[config.mk]
export PLATFORM = sky130hd
export DESIGN_NAME = mlta_ctrl
export DESIGN_NICKNAME = d
export VERILOG_FILES = /design/src/hdl/mlta_pkg.sv /design/src/hdl/mlta_ctrl.sv
export VERILOG_INCLUDE_DIRS = /design/src /design/src/hdl
export SDC_FILE = /design/constraint.sdc
export NUM_CORES = 1
export LEC_CHECK = 0
export BUFFER_PORTS_ARGS = -buffer_cell sky130_fd_sc_hd__buf_2
export CORE_MARGIN = 4
export CORE_UTILIZATION = 48
export DETAILED_ROUTE_END_ITERATION = 6
export PLACE_DENSITY_LB_ADDON = 0.2
export RECOVER_POWER = 50
export SLEW_MARGIN = 20
export SYNTH_ARGS = -nofsm -noshare
export SYNTH_HDL_FRONTEND = slang
export SYNTH_SLANG_ARGS = --single-unit
export TNS_END_PERCENT = 50
[constraint.sdc]
create_clock -name clk -period 1.9 [get_ports clk]
set_input_delay 0 -clock clk [delete_from_list [all_inputs] [get_ports clk]]
set_output_delay 0 -clock clk [all_outputs]
set_load 0.03 [all_outputs]
[src/hdl/assert_macros.svh]
// Assertion macros shared by the table aging block.
// Uses clk and rst_n of the module that includes this file.
`ifndef ASSERT_MACROS_SVH
`define ASSERT_MACROS_SVH

// Condition that must hold at every rising clock edge outside reset.
`define MLTA_ASSERT_HOLD(lbl, cond, msg) \
  lbl: assert property (@(posedge clk) disable iff (!rst_n) (cond)) else $error(msg);

// Same-cycle implication.
`define MLTA_ASSERT_IMP(lbl, ante, cons, msg) \
  lbl: assert property (@(posedge clk) disable iff (!rst_n) (ante) |-> (cons)) \
    else $error(msg);

// Next-cycle implication.
`define MLTA_ASSERT_NXT(lbl, ante, cons, msg) \
  lbl: assert property (@(posedge clk) disable iff (!rst_n) (ante) |=> (cons)) \
    else $error(msg);

`endif

[src/hdl/mlta_pkg.sv]
// Package for the MAC learning table: entry layout, codes, controller types, CRC step.
// Used by every module of the block; depends on nothing.
`timescale 1ns / 1ps

package mlta_pkg;

  // Field widths
  localparam int MAC_W    = 48;
  localparam int PORT_W   = 8;
  localparam int BRIDGE_W = 12;
  localparam int KEY_W    = 32;
  localparam int AGE_W    = 16;
  localparam int KIND_W   = 2;
  localparam int EXP_W    = 7;

  localparam int DEF_TABLE_ENTRIES = 64;
  localparam logic [AGE_W-1:0] AGING_DEFAULT = AGE_W'(60 * 5);
  localparam logic [EXP_W-1:0] EXP_MAX = '1;

  // Item kinds
  localparam logic [KIND_W-1:0] KIND_LEARN  = 2'd0;
  localparam logic [KIND_W-1:0] KIND_LOOKUP = 2'd1;
  localparam logic [KIND_W-1:0] KIND_TICK   = 2'd2;

  // CRC-32, reflected, one byte per step
  localparam logic [KEY_W-1:0] CRC_INIT = 32'hFFFF_FFFF;
  localparam logic [KEY_W-1:0] CRC_POLY = 32'hEDB8_8320;
  localparam int CRC_BYTES = MAC_W / 8;

  // One table slot as stored in the memory
  typedef struct packed {
    logic                valid;
    logic [KEY_W-1:0]    key;
    logic [MAC_W-1:0]    mac;
    logic [PORT_W-1:0]   port;
    logic [BRIDGE_W-1:0] bridge;
    logic [AGE_W-1:0]    ttl;
  } entry_t;

  localparam int ENTRY_W = $bits(entry_t);

  // What the result register is loaded with
  typedef enum logic [2:0] {
    RES_ZERO,
    RES_HIT,
    RES_LEARNED,
    RES_FULL,
    RES_TICK
  } res_t;

  typedef enum logic [2:0] {
    ST_CLEAR,
    ST_IDLE,
    ST_CRC,
    ST_SCAN,
    ST_DRAIN,
    ST_FINISH,
    ST_DONE
  } ctl_state_t;

  // Controller to datapath
  typedef struct packed {
    logic capture;    // take in the item, restart hash and scan
    logic crc_step;   // hash one address byte
    logic clear_wr;   // write an empty slot at the sweep address
    logic scan_rd;    // read the slot at the sweep address
    logic scan_eval;  // evaluate the slot read in the previous cycle
    logic age_en;     // the scan is a tick: age live slots
    logic learn_wr;   // write the new slot into the free slot
    logic load_out;   // load the result register
    res_t res_sel;
  } dp_cmd_t;

  // Datapath to controller
  typedef struct packed {
    logic crc_last;
    logic addr_last;
    logic match;
    logic free_found;
  } dp_sts_t;

  function automatic logic [KEY_W-1:0] crc_byte(input logic [KEY_W-1:0] crc_in,
                                                input logic [7:0] data);
    logic [KEY_W-1:0] c;
    c = crc_in ^ {24'd0, data};
    for (int k = 0; k < 8; k++) begin
      c = c[0] ? ((c >> 1) ^ CRC_POLY) : (c >> 1);
    end
    return c;
  endfunction

endpackage

[src/hdl/mlta_ctrl.sv]
// Controller of the MAC learning table: clearing sweep, hash, scan and result sequencing,
// output valid. Depends on mlta_pkg and assert_macros.svh.
`timescale 1ns / 1ps
`include "assert_macros.svh"

module mlta_ctrl (
  input  logic                        clk,
  input  logic                        rst_n,
  input  logic                        in_tvalid,
  output logic                        in_tready,
  input  logic [mlta_pkg::KIND_W-1:0] in_kind,
  output logic                        out_tvalid,
  input  logic                        out_tready,
  output mlta_pkg::dp_cmd_t           cmd,
  input  mlta_pkg::dp_sts_t           sts
);
  import mlta_pkg::*;

  ctl_state_t         state_r, state_nxt;
  res_t               res_r, res_nxt;
  logic [KIND_W-1:0]  kind_r, kind_nxt;
  logic               out_valid_r, out_valid_nxt;
  logic               is_tick;
  logic               out_free;

  assign is_tick  = (kind_r == KIND_TICK);
  assign out_free = !out_valid_r || out_tready;

  // Next state
  always_comb begin
    state_nxt = state_r;
    res_nxt   = res_r;
    kind_nxt  = kind_r;
    unique case (state_r)
      ST_CLEAR: begin
        if (sts.addr_last) state_nxt = ST_IDLE;
      end
      ST_IDLE: begin
        if (in_tvalid) begin
          kind_nxt = in_kind;
          unique case (in_kind) inside
            KIND_LEARN, KIND_LOOKUP: state_nxt = ST_CRC;
            KIND_TICK:               state_nxt = ST_SCAN;
            default: begin
              state_nxt = ST_DONE;
              res_nxt   = RES_ZERO;
            end
          endcase
        end
      end
      ST_CRC: begin
        if (sts.crc_last) state_nxt = ST_SCAN;
      end
      ST_SCAN: begin
        if (sts.match && !is_tick) begin
          state_nxt = ST_DONE;
          res_nxt   = RES_HIT;
        end else if (sts.addr_last) begin
          state_nxt = ST_DRAIN;
        end
      end
      ST_DRAIN: begin
        if (sts.match && !is_tick) begin
          state_nxt = ST_DONE;
          res_nxt   = RES_HIT;
        end else begin
          state_nxt = ST_FINISH;
        end
      end
      ST_FINISH: begin
        state_nxt = ST_DONE;
        if (is_tick) begin
          res_nxt = RES_TICK;
        end else if (kind_r == KIND_LOOKUP) begin
          res_nxt = RES_ZERO;
        end else if (sts.free_found) begin
          res_nxt = RES_LEARNED;
        end else begin
          res_nxt = RES_FULL;
        end
      end
      ST_DONE: begin
        if (out_free) state_nxt = ST_IDLE;
      end
      default: state_nxt = ST_IDLE;
    endcase
  end

  // Commands
  always_comb begin
    cmd       = '0;
    in_tready = 1'b0;
    unique case (state_r)
      ST_CLEAR: cmd.clear_wr = 1'b1;
      ST_IDLE: begin
        in_tready   = 1'b1;
        cmd.capture = in_tvalid;
      end
      ST_CRC: cmd.crc_step = 1'b1;
      ST_SCAN: begin
        cmd.scan_rd   = 1'b1;
        cmd.scan_eval = 1'b1;
        cmd.age_en    = is_tick;
      end
      ST_DRAIN: begin
        cmd.scan_eval = 1'b1;
        cmd.age_en    = is_tick;
      end
      ST_FINISH: cmd.learn_wr = (kind_r == KIND_LEARN) && sts.free_found;
      ST_DONE: begin
        cmd.load_out = out_free;
        cmd.res_sel  = res_r;
      end
      default: ;
    endcase
  end

  // Output valid
  always_comb begin
    if (cmd.load_out) begin
      out_valid_nxt = 1'b1;
    end else if (out_tready) begin
      out_valid_nxt = 1'b0;
    end else begin
      out_valid_nxt = out_valid_r;
    end
  end

  always_ff @(posedge clk) begin
    if (!rst_n) begin
      state_r     <= ST_CLEAR;
      res_r       <= RES_ZERO;
      kind_r      <= KIND_LEARN;
      out_valid_r <= 1'b0;
    end else begin
      state_r     <= state_nxt;
      res_r       <= res_nxt;
      kind_r      <= kind_nxt;
      out_valid_r <= out_valid_nxt;
    end
  end

  assign out_tvalid = out_valid_r;

  `MLTA_ASSERT_IMP(a_load_free, cmd.load_out, (!out_valid_r || out_tready), "result overwritten before transfer")
  `MLTA_ASSERT_NXT(a_one_item, (in_tvalid && in_tready), !in_tready, "second item taken while one is in work")
  `MLTA_ASSERT_IMP(a_learn_slot, cmd.learn_wr, (sts.free_found && kind_r == KIND_LEARN), "slot written without a free slot")

endmodule

* Yosys cells after proc, flatten, opt, wreduce, memory -nomap -nowiden
Index checks and enable logic that the tools add are counted.
** Operators by class
- Eq/ne operators :: 17
- Reduce and logical (&&, ||, !) cells :: 16
- Mux-type cells :: 26
** Operator list (number)
- 3-bit two-way mux :: 10
- 3-bit case mux with 7 select lines :: 1
- 2-bit inequality test (second input constant) :: 5
- 3-bit == test (second input constant) :: 3
- 1-bit two-way mux :: 9
- 3-bit case mux with 3 select lines :: 1
- 3-bit by 2-bit == test with 1-bit output (second input constant) :: 2
- 2-bit two-way mux :: 3
- 3-bit case mux with 2 select lines :: 1
- 5-bit AND reduction :: 1
- 2-bit by 1-bit == test with 1-bit output (second input constant) :: 2
- 2-bit == test (second input constant) :: 2
- 2-bit logical NOT :: 2
- 4-bit two-way mux :: 1
- 4-bit AND reduction :: 1
- 2-bit OR reduction :: 2
- 3-bit by 1-bit == test with 1-bit output (second input constant) :: 1
- 3-bit logical NOT :: 1
- 3-bit inequality test (second input constant) :: 1
- 3-bit nonzero test :: 1
- 3-bit OR reduction :: 1
- 1-bit logical AND :: 2
- 1-bit logical NOT :: 2
- 2-bit by 1-bit inequality test with 1-bit output (second input constant) :: 1
- 3 further kinds :: 3
** Storage, ports and cells
- Register bits after elaboration :: 9
- Output and inout bits :: 13
- Bits of input ports :: 10

* Depth between registers and ports, before layout
Gate-level depths: netlist (run 1).
- Depth in word-level cells :: 5
- Depth in mapped cells :: 7

* Least setup slack after synthesis (run 1)
No wires, ideal clock.
- Path kind :: register to output
- From :: register state_r[0]
- To :: output cmd[5] in the netlist's numbering
- Arrival time :: 1.801 ns
- Setup slack :: 0.099 ns
- Cell stages (with the launch flop) :: 5
- Data required time :: 1.900 ns
- Buffers on the path :: 1
- Cell sequence :: dfxtp_1 buf_4 nand2b_4 o21ai_0 and2_1
** RTL lines
- start: declaration :: line mlta_ctrl.sv:19 : ctl_state_t state_r, state_nxt;
- start signal: assignment :: line mlta_ctrl.sv:136 : state_r <= state_nxt;
- end: declaration :: line mlta_ctrl.sv:14 : output mlta_pkg::dp_cmd_t cmd,

==> metrics.csv, run 1 <==
metric,value,unit
status,"complete, no violations",
r2r_end,state_r[1],
fillers,129,
port_buffers,22,
yosys.cell_types.count,35,
reg2reg_from,state_r[2],
power_leakage,0.0003560,uW
ff2ff_setup_slack,0.32,ns
power,1041,uW
tns,0,ns
grt-ovfl-total,0,
end_kind,primary output,
via_per_inst,5.447,
worstSetupEndpoint,cmd[5],
antenna_found_initial,0,
gr-usage-all-layers,16.39,%
synth_area_leaders,"dfxtp_1 (26%), ha_1 (7.1%), o21ai_0 (6.4%)",
period_needed,1.754,ns
fmax,570.0,MHz
power.density,1247,nW/um^2
hold_ws,0.05149,ns
num_vias,719,
die_area,2147,sq um
initial_core_util,52.27,%
crit_chain,"buf_4, and2b_1, nand2_1, o21ai_0, and2_1, buf_2",
synth_area,705.7,sq um
synth_edf_count,0,
synth_common_cells,"dfxtp_1 (9), o21ai_0 (9), inv_1 (7), nand2_1 (7)",
path_buf_inv,2,
drc,0,
path_depth,6,
cp.required,1.90,ns
hold_path_class,input port to register,
ir_drop,0.5577,mV
numCtsBuffers,3,
drv_slew,0,
htree_num_levels,1,
ys_async_sr_fraction,0,%
ys_seq_elements,9,
postCtsHoldBufs,0,
hpwl,1240,um
crit_start,state_r[2],
worst_pin_slew,0.4525,ns
wire_per_inst,12.11,um
coreArea,1350,sq um
fin_crit_sh,92.33,%
rsz0062_at_grt,false,
slowest_stage,dfxtp_1,
cp_max_fo,11,
synth_fp_nets,107,
crit_arrival,1.75,ns
area_delta_synth_final,18.26,%
grt_max_degree,14,
grt_pass1_vias,613,
fin_nets,132,
drt_iter0_drc,20,
layout.cells.non_filler,132,
die_x,46.34,um
clk_pin_slew,0.07,ns
cts_tree,built,
fp.dieH,46.34,um
setup_violations,0,
ys_warn_count,0,
ys_seq_area_share,25.53,%
clkLatencyLatePin,0.26,ns
cts_setup_buffers,0,
clock_path_buffers,2,
clock_skew,0.008526,ns
drt_pre_antenna_iters,4,
setup.worst_path.start_class,register,
critPathTopFamily,flip-flops,
ys.flop_type,dfxtp_1,
reg2regPathDepth,4,
slew_headroom,69.60,%
hold_viol_final,0,
cpPeakStageDelay,0.52,ns
drt-total-wl,1598,um
clock_sinks,9,
critPathKind,register to primary output,
synth_area_leader_cell,dfxtp_1,
root_buffer,clkbuf_4,
num_rows,13,
netlist_instances,93,
post_cts_resized,0,
yosysTopAreaCellShare,25.53,%
antenna_left,0,
ioPinCount,23,
synth_area_per_cell,7.588,sq um
antenna_cells,0,
grt_pass1_wl,2580,um
dp.cells,128,
drv_cap,0,
drive_above_1_share,20.51,%
place_congestion,0.9362,
## registers in the layout, indices dropped and copies added (netlist names)
register	cells
kind_r	2
out_tvalid	1
res_r	3
state_r	3
## how the worst min path moves through the flow
stage	cells past startpoint	to	slack [ns]	startpoint
4_1_cts	3	kind_r[0]	0.05	in_kind[0]
5_1_grt	3	kind_r[0]	0.06	in_kind[0]
2_1_floorplan	2	cmd[4]	0.15	sts[0]
6_report	3	kind_r[0]	0.05	in_kind[0]
3_3_place_gp	3	kind_r[0]	0.32	in_kind[0]
3_5_place_dp	3	kind_r[0]	0.32	in_kind[0]
## stage by stage
| step | instance area, sq um | util, % | setup WS (ns) |
|---|---|---|---|
| after floorplan | 705.7 | - | 0.09927 |
| after CTS | 849.6 | 62.93 | 0.1602 |
| after detailed placement | 823.3 | 60.98 | 0.3488 |
| final | 834.6 | 61.82 | 0.1457 |
| after global placement | 823.3 | 60.98 | 0.3697 |
| after global routing | 834.6 | 61.82 | 0.03742 |
## worst register-to-register path: stages, from the launching register on
cell and delay, ns:
dfxtp_1 0.52, ha_1 0.36, a2111oi_0 0.39, nor3_1 0.09, a21oi_1 0.15
## cells in the final DEF (no fill, tap or decap), types with 2 or more instances in the layout
master,n
buf_2,14
o21ai_0,9
clkbuf_1,9
dfxtp_1,9
inv_1,7
nand2_1,7
nor3_1,6
and2_1,6
nor2_1,6
a21oi_1,5
nor2b_1,4
ha_1,4
buf_4,4
nand3_1,3
clkbuf_4,3
nand2b_1,2
## layer usage
| layer | routed length (um) | GRT usage [%] | vias to the layer above |
|---|---|---|---|
| met3 | 147 | 3.516 | 7 |
| li1 | - | - | 374 |
| met4 | 21 | 3.409 | 0 |
| met2 | 700 | 26.10 | 37 |
| met1 | 729 | 22.45 | 301 |
| met5 | 0 | 0 | - |
## power by group
group	leakage (uW)	switching, uW	internal [uW]
combinational	0.000268	387	229
sequential	0.0000732	52.8	221
clock	0.0000150	70.3	81.0
## cell families (layout without fill, tap and decap cells)
family                   after synthesis  count (layout)  synth area share (%)
flip-flops                             9               9                 25.53
AND/OR/NAND/NOR                       42              42                 34.04
buffers and inverters                 13              37                 9.574
multiplexers                           1               1                 1.418
AO/OA/AOI/OAI                         24              24                 22.34
adder cells (fa/ha/maj)                4               4                 7.092
## cell type report
type / instances / area (sq um) / share of cell area [%]
Sequential cell: 9 / 180.2 / 21.59
Timing Repair Buffer: 26 / 130.1 / 15.59
Clock buffer: 4 / 26.28 / 3.148
Inverter: 7 / 26.28 / 3.148
Tap cell: 15 / 18.77 / 2.249
Multi-Input combinational cell: 71 / 452.9 / 54.27
Note: power is estimated with default switching activity, not from simulation.
==> inputs of run 2 (changes only) <==
--- a/config.mk
+++ b/config.mk
@@ -8,7 +8,7 @@
 export LEC_CHECK = 0
 export BUFFER_PORTS_ARGS = -buffer_cell sky130_fd_sc_hd__buf_2
 export CORE_MARGIN = 4
-export CORE_UTILIZATION = 48
+export CORE_UTILIZATION = 40
 export DETAILED_ROUTE_END_ITERATION = 6
 export PLACE_DENSITY_LB_ADDON = 0.2
 export RECOVER_POWER = 50
==> constraint.sdc (replaced) <==
create_clock -name clk -period 1.9 [get_ports clk]
set_input_delay 0 -clock clk [delete_from_list [all_inputs] [get_ports clk]]
set_output_delay 0 -clock clk [all_outputs]
set_load 0.1 [all_outputs]
==> run 2 against run 1 <==
- critical path depth down 3
- final cell count grew 5.3%
- die area rose by 16%
- clock skew shrank 0.0023 ns
- sequential share of layout area decreased by 0.57 points
- register-to-register slack worse by 0.04 ns
- power is 31% higher
- critical path type unchanged
- largest cell class unchanged
==> metrics.csv, run 2 (same netlist as run 1, synthesis figures left out) <==
metric,value,unit,change
status,"complete, no violations",,unchanged
num_rows,14,,was 13
grt_pass1_wl,2863,um,was 2580 um
clk_pin_slew,0.07,ns,about the same
end_kind,primary output,,unchanged
fp.dieH,50,um,was 46.34 um
fmax,579.1,MHz,was 570.0 MHz
grt-ovfl-total,0,,unchanged
drc,0,,unchanged
worst_pin_slew,1.159,ns,was 0.4525 ns
hold_ws,0.05695,ns,was 0.05149 ns
final_common_cell,buf_2,,unchanged
antenna_left,0,,unchanged
cp.required,1.90,ns,about the same
area_delta_synth_final,22.34,%,was 18.26%
num_vias,719,,unchanged
critPathKind,register to primary output,,unchanged
antenna_found_initial,0,,unchanged
drive_above_1_share,27.83,%,was 20.51%
via_per_inst,5.173,,was 5.447
fin_area,863.3,sq um,was 834.6 sq um
gr-usage-all-layers,14.98,%,was 16.39%
fin_nets,130,,was 132
hold_path_class,input port to register,,unchanged
crit_chain,"nand2b_1, nor3_1, buf_12",,"was buf_4, and2b_1, nand2_1, o21ai_0, and2_1, buf_2"
wl_met1,832,um,was 729 um
grt_max_degree,20,,was 14
crit_arrival,1.73,ns,was 1.75 ns
drv_slew,0,,unchanged
drv_cap,0,,unchanged
drt_iter0_drc,14,,was 20
critPathTopFamily,simple AND/OR/NAND/NOR gates,,was flip-flops
dp.cells,135,,was 128
highest_layer,met4,,unchanged
cts_tree,built,,unchanged
wire_per_inst,12.47,um,was 12.11 um
ff_latch_area,181.4,sq um,was 180.2 sq um
port_buffers,22,,unchanged
clock_sinks,9,,unchanged
slew_headroom,23.09,%,was 69.60%
drt-total-wl,1734,um,was 1598 um
ioPinCount,23,,unchanged
cp_max_fo,12,,was 11
slowest_stage,nor3_1,,was dfxtp_1
wl_met3,123,um,was 147 um
clock_path_buffers,2,,unchanged
cpPeakStageDelay,0.51,ns,was 0.52 ns
wl_met2,767,um,was 700 um
path_buf_inv,1,,was 2
power.density,1576,nW/um^2,was 1247 nW/um^2
grt_pass1_vias,635,,was 613
period_needed,1.727,ns,was 1.754 ns
initial_core_util,44.27,%,was 52.27%
die_area,2500,sq um,was 2147 sq um
cts_setup_buffers,0,,unchanged
hold_viol_final,0,,unchanged
dpl_cell_area,848.3,sq um,was 823.3 sq um
fin_crit_sh,90.88,%,was 92.33%
tns,0,ns,unchanged
die_x,50,um,was 46.34 um
numCtsBuffers,3,,unchanged
drt_pre_antenna_iters,4,,unchanged
layout.cells.non_filler,139,,was 132
fin_util,54.16,%,was 61.82%
coreArea,1594,sq um,was 1350 sq um
setup_violations,0,,unchanged
clkLatencyLatePin,0.26,ns,about the same
rsz0062_at_grt,false,,unchanged
hpwl,1281,um,was 1240 um
fillers,163,,was 129
reg.largest.list,"res_r x3, state_r x3, kind_r x2",,unchanged
ir_drop,0.8646,mV,was 0.5577 mV
clock_skew,0.006206,ns,was 0.008526 ns
multi_input_area,460.4,sq um,was 452.9 sq um
root_buffer,clkbuf_4,,unchanged
place_congestion,0.8497,,was 0.9362
htree_num_levels,1,,unchanged
power_leakage,0.0003797,uW,was 0.0003560 uW
antenna_cells,0,,unchanged
final_cell_mix,"buf_2 (17), o21ai_0 (8), dfxtp_1 (8), inv_1 (7), nand2_1 (7)",,"was buf_2 (14), o21ai_0 (9), clkbuf_1 (9), dfxtp_1 (9)"
setup.worst_path.start_class,register,,unchanged
==> run 2: per-layer routing <==
layer	vias up	track usage, %
met5	-	0
met4	0	5.530
met3	2	4.217
met2	25	22.17
met1	322	20.25
li1	370	-
==> run 2: worst paths after layout <==
kind	from	endpoint	slack, ns	depth (start not counted)
worst max-delay path	state_r[2]	cmd[10]	0.17	3
worst min-delay path	in_kind[0]	kind_r[0]	0.06	3
worst max register to register	kind_r[0]	state_r[0]	0.28	7
worst min register to register	res_r[2]	res_r[2]	0.48	2
==> run 2: worst reg2reg max path, stage by stage, from the launching register on <==
cell and delay (ns):
dfxtp_1 0.33, inv_1 0.08, ha_1 0.23, nand2b_1 0.18, a21oi_1 0.08, o311a_2 0.37
o21ai_0 0.16, a41oi_1 0.06
==> run 2: layout make-up <==
cell class | count | share of cell area [%]
Inverter | 7 | 3.043
Tap cell | 24 | 3.478
Clock buffer | 4 | 3.043
Sequential cell | 9 | 21.01
Timing Repair Buffer | 24 | 16.09
Multi-Input combinational cell | 71 | 53.33
==> run 2: power breakdown <==
group          internal (uW)  switching (uW)  total [uW]  leakage (uW)
logic                    238             685         923      0.000291
clock network           81.2            73.8         155     0.0000150
registers                223            59.4         282     0.0000734
==> run 2: per-stage QoR <==
stage / setup WS, ns / power [uW]
final: 0.1732 / 1361
after floorplan: -0.4603 / 1071
after CTS: 0.05733 / 1373
after detailed placement: 0.2970 / 1211
after global routing: 0.04060 / 1447
after global placement: 0.3168 / 1208
==> run 2: timing repair <==
item / CTS / global route
hold buffers: 0 / 0
gates resized for setup: 0 / 1
setup endpoints to repair: 0 / 3
==> inputs of run 3 (changes only) <==
--- a/config.mk
+++ b/config.mk
@@ -7,7 +7,6 @@
 export NUM_CORES = 1
 export LEC_CHECK = 0
 export BUFFER_PORTS_ARGS = -buffer_cell sky130_fd_sc_hd__buf_2
-export CORE_MARGIN = 4
 export CORE_UTILIZATION = 40
 export DETAILED_ROUTE_END_ITERATION = 6
 export PLACE_DENSITY_LB_ADDON = 0.2
==> constraint.sdc (replaced) <==
create_clock -name clk -period 1.85 [get_ports clk]
set_input_delay 0 -clock clk [delete_from_list [all_inputs] [get_ports clk]]
set_output_delay 0 -clock clk [all_outputs]
set_load 0.1 [all_outputs]
==> run 3 against run 2 <==
- sequential share of layout area down 2.3 points
- final cell count shrank 5.0%
- utilization up 7.2 points
- critical path depth unchanged
- power rose by 7.5%
- non-clock buffer count grew 1
- largest cell class unchanged
==> metrics.csv, run 3 (same netlist as run 1, synthesis figures left out) <==
metric,value,unit,change
status,"complete, no violations",,unchanged
place_congestion,0.8296,,was 0.8497
antenna_cells,0,,unchanged
drt-total-wl,1587,um,was 1734 um
fmax,591.2,MHz,
hpwl,1252,um,was 1281 um
fp.dieH,44,um,was 50 um
clock_skew,0.006978,ns,was 0.006206 ns
port_buffers,22,,unchanged
numCtsBuffers,3,,unchanged
hold_path_class,input port to register,,unchanged
cpPeakStageDelay,0.58,ns,was 0.51 ns
root_buffer,clkbuf_4,,unchanged
period_needed,1.692,ns,
gr-usage-all-layers,18.64,%,was 14.98%
setup.worst_path.start_class,register,,unchanged
fin_nets,131,,was 130
worst_pin_slew,1.160,ns,was 1.159 ns
setup_violations,0,,unchanged
cts_setup_buffers,0,,unchanged
fillers,147,,was 163
critPathKind,register to primary output,,unchanged
postCtsHoldBufs,0,,unchanged
hold_ws,0.06127,ns,was 0.05695 ns
clkLatencyLatePin,0.26,ns,about the same
reg.largest.list,"res_r x3, state_r x3, kind_r x2",,unchanged
die_x,44,um,was 50 um
clk_pin_slew,0.06,ns,was 0.07 ns
area_delta_synth_final,37.06,%,was 22.34%
cp.required,1.85,ns,was 1.90 ns
antenna_found_initial,0,,unchanged
post_cts_resized,0,,unchanged
initial_core_util,44.76,%,was 44.27%
die_area,1936,sq um,was 2500 sq um
power_leakage,0.0004015,uW,was 0.0003797 uW
crit_arrival,1.69,ns,was 1.73 ns
drv_cap,0,,unchanged
final_common_cell,buf_2,,unchanged
cp_max_fo,14,,was 12
grt-ovfl-total,0,,unchanged
htree_num_levels,1,,unchanged
rsz0062_at_grt,false,,unchanged
wire_per_inst,12.02,um,was 12.47 um
path_buf_inv,1,,unchanged
cts_tree,built,,unchanged
fin_util,61.35,%,was 54.16%
ir_drop,1.011,mV,was 0.8646 mV
fin_crit_sh,91.43,%,
slew_headroom,22.99,%,was 23.09%
clock_sinks,9,,unchanged
grt_max_degree,20,,unchanged
critPathTopFamily,flip-flops,,was simple AND/OR/NAND/NOR gates
drc,0,,unchanged
coreArea,1577,sq um,was 1594 sq um
via_per_inst,5.553,,was 5.173
ioPinCount,23,,unchanged
num_vias,733,,was 719
num_rows,14,,unchanged
clock_path_buffers,2,,unchanged
hold_viol_final,0,,unchanged
grt_pass1_wl,2711,um,was 2863 um
drive_above_1_share,28.45,%,was 27.83%
drt_pre_antenna_iters,6,,was 4
power.density,1512,nW/um^2,was 1576 nW/um^2
crit_chain,"nand2b_1, nor2_1, buf_2",,"was nand2b_1, nor3_1, buf_12"
drt_iter0_drc,25,,was 14
antenna_left,0,,unchanged
end_kind,primary output,,unchanged
drv_slew,0,,unchanged
slowest_stage,dfxtp_1,,was nor3_1
final_cell_mix,"buf_2 (12), o21ai_0 (8), dfxtp_1 (8)",,"was buf_2 (17), o21ai_0 (8), dfxtp_1 (8), inv_1 (7), nand2_1 (7)"
grt_pass1_vias,600,,was 635
-- run 3: cell types whose count changed in the layout (fill, tap and decap cells not counted), sizes merged --
| cell | previous run | this run |
|---|---|---|
| clkbuf | 8 | 7 |
| buf | 20 | 22 |
-- run 3: worst paths after layout --
path                            startpoint    endpoint  slack (ns)  cells past startpoint
worst max-delay path            state_r[0]   in_tready        0.16                      3
worst min-delay path            in_kind[0]   kind_r[0]        0.06                      3
worst max register to register   kind_r[0]  state_r[0]        0.25                      7
worst min register to register    res_r[2]    res_r[2]        0.47                      2
-- run 3: where the power goes --
part | leakage, uW | switching [uW] | internal [uW]
Clock | 0.0000150 | 67.3 | 83.0
Sequential | 0.0000737 | 51.9 | 227
Combinational | 0.000313 | 733 | 300
-- run 3: worst reg2reg max path, stage by stage, from the launching register on --
cell	delay (ns)
dfxtp_1	0.32
inv_1	0.08
ha_1	0.22
nand2b_1	0.17
a21oi_1	0.08
o311a_2	0.37
o21ai_0	0.17
a41oi_1	0.06
-- run 3: layout make-up --
| cell class | instances | area (sq um) | share of cell area, % |
|---|---|---|---|
| clock buffer | 4 | 26.28 | 2.717 |
| inverter | 7 | 26.28 | 2.717 |
| multi-input combinational | 71 | 474.2 | 49.03 |
| sequential | 9 | 181.4 | 18.76 |
| tap | 16 | 20.02 | 2.070 |
| timing repair buffer | 25 | 239.0 | 24.71 |
-- run 3: per-layer routing --
metal	vias to the layer above	global-route usage [%]	share of wire (%)
li1	374	-	-
met3	4	3.750	7.7
met1	329	27.59	47
met2	26	27.94	44
met5	-	0	0
met4	0	3.636	1.1
-- run 3: through the flow --
step / worst slack (ns) / TNS, ns / total power, uW / instances / cell area, sq um
floorplan: -0.4926 / -1.880 / 1126 / 93 / 733.2
global placement: 0.2840 / 0 / 1318 / 128 / 949.7
detailed placement: 0.2705 / 0 / 1324 / 128 / 949.7
CTS: 0.08154 / 0 / 1479 / 132 / 975.9
global route: 0.05528 / 0 / 1555 / 132 / 967.2
finish: 0.1585 / 0 / 1462 / 132 / 967.2
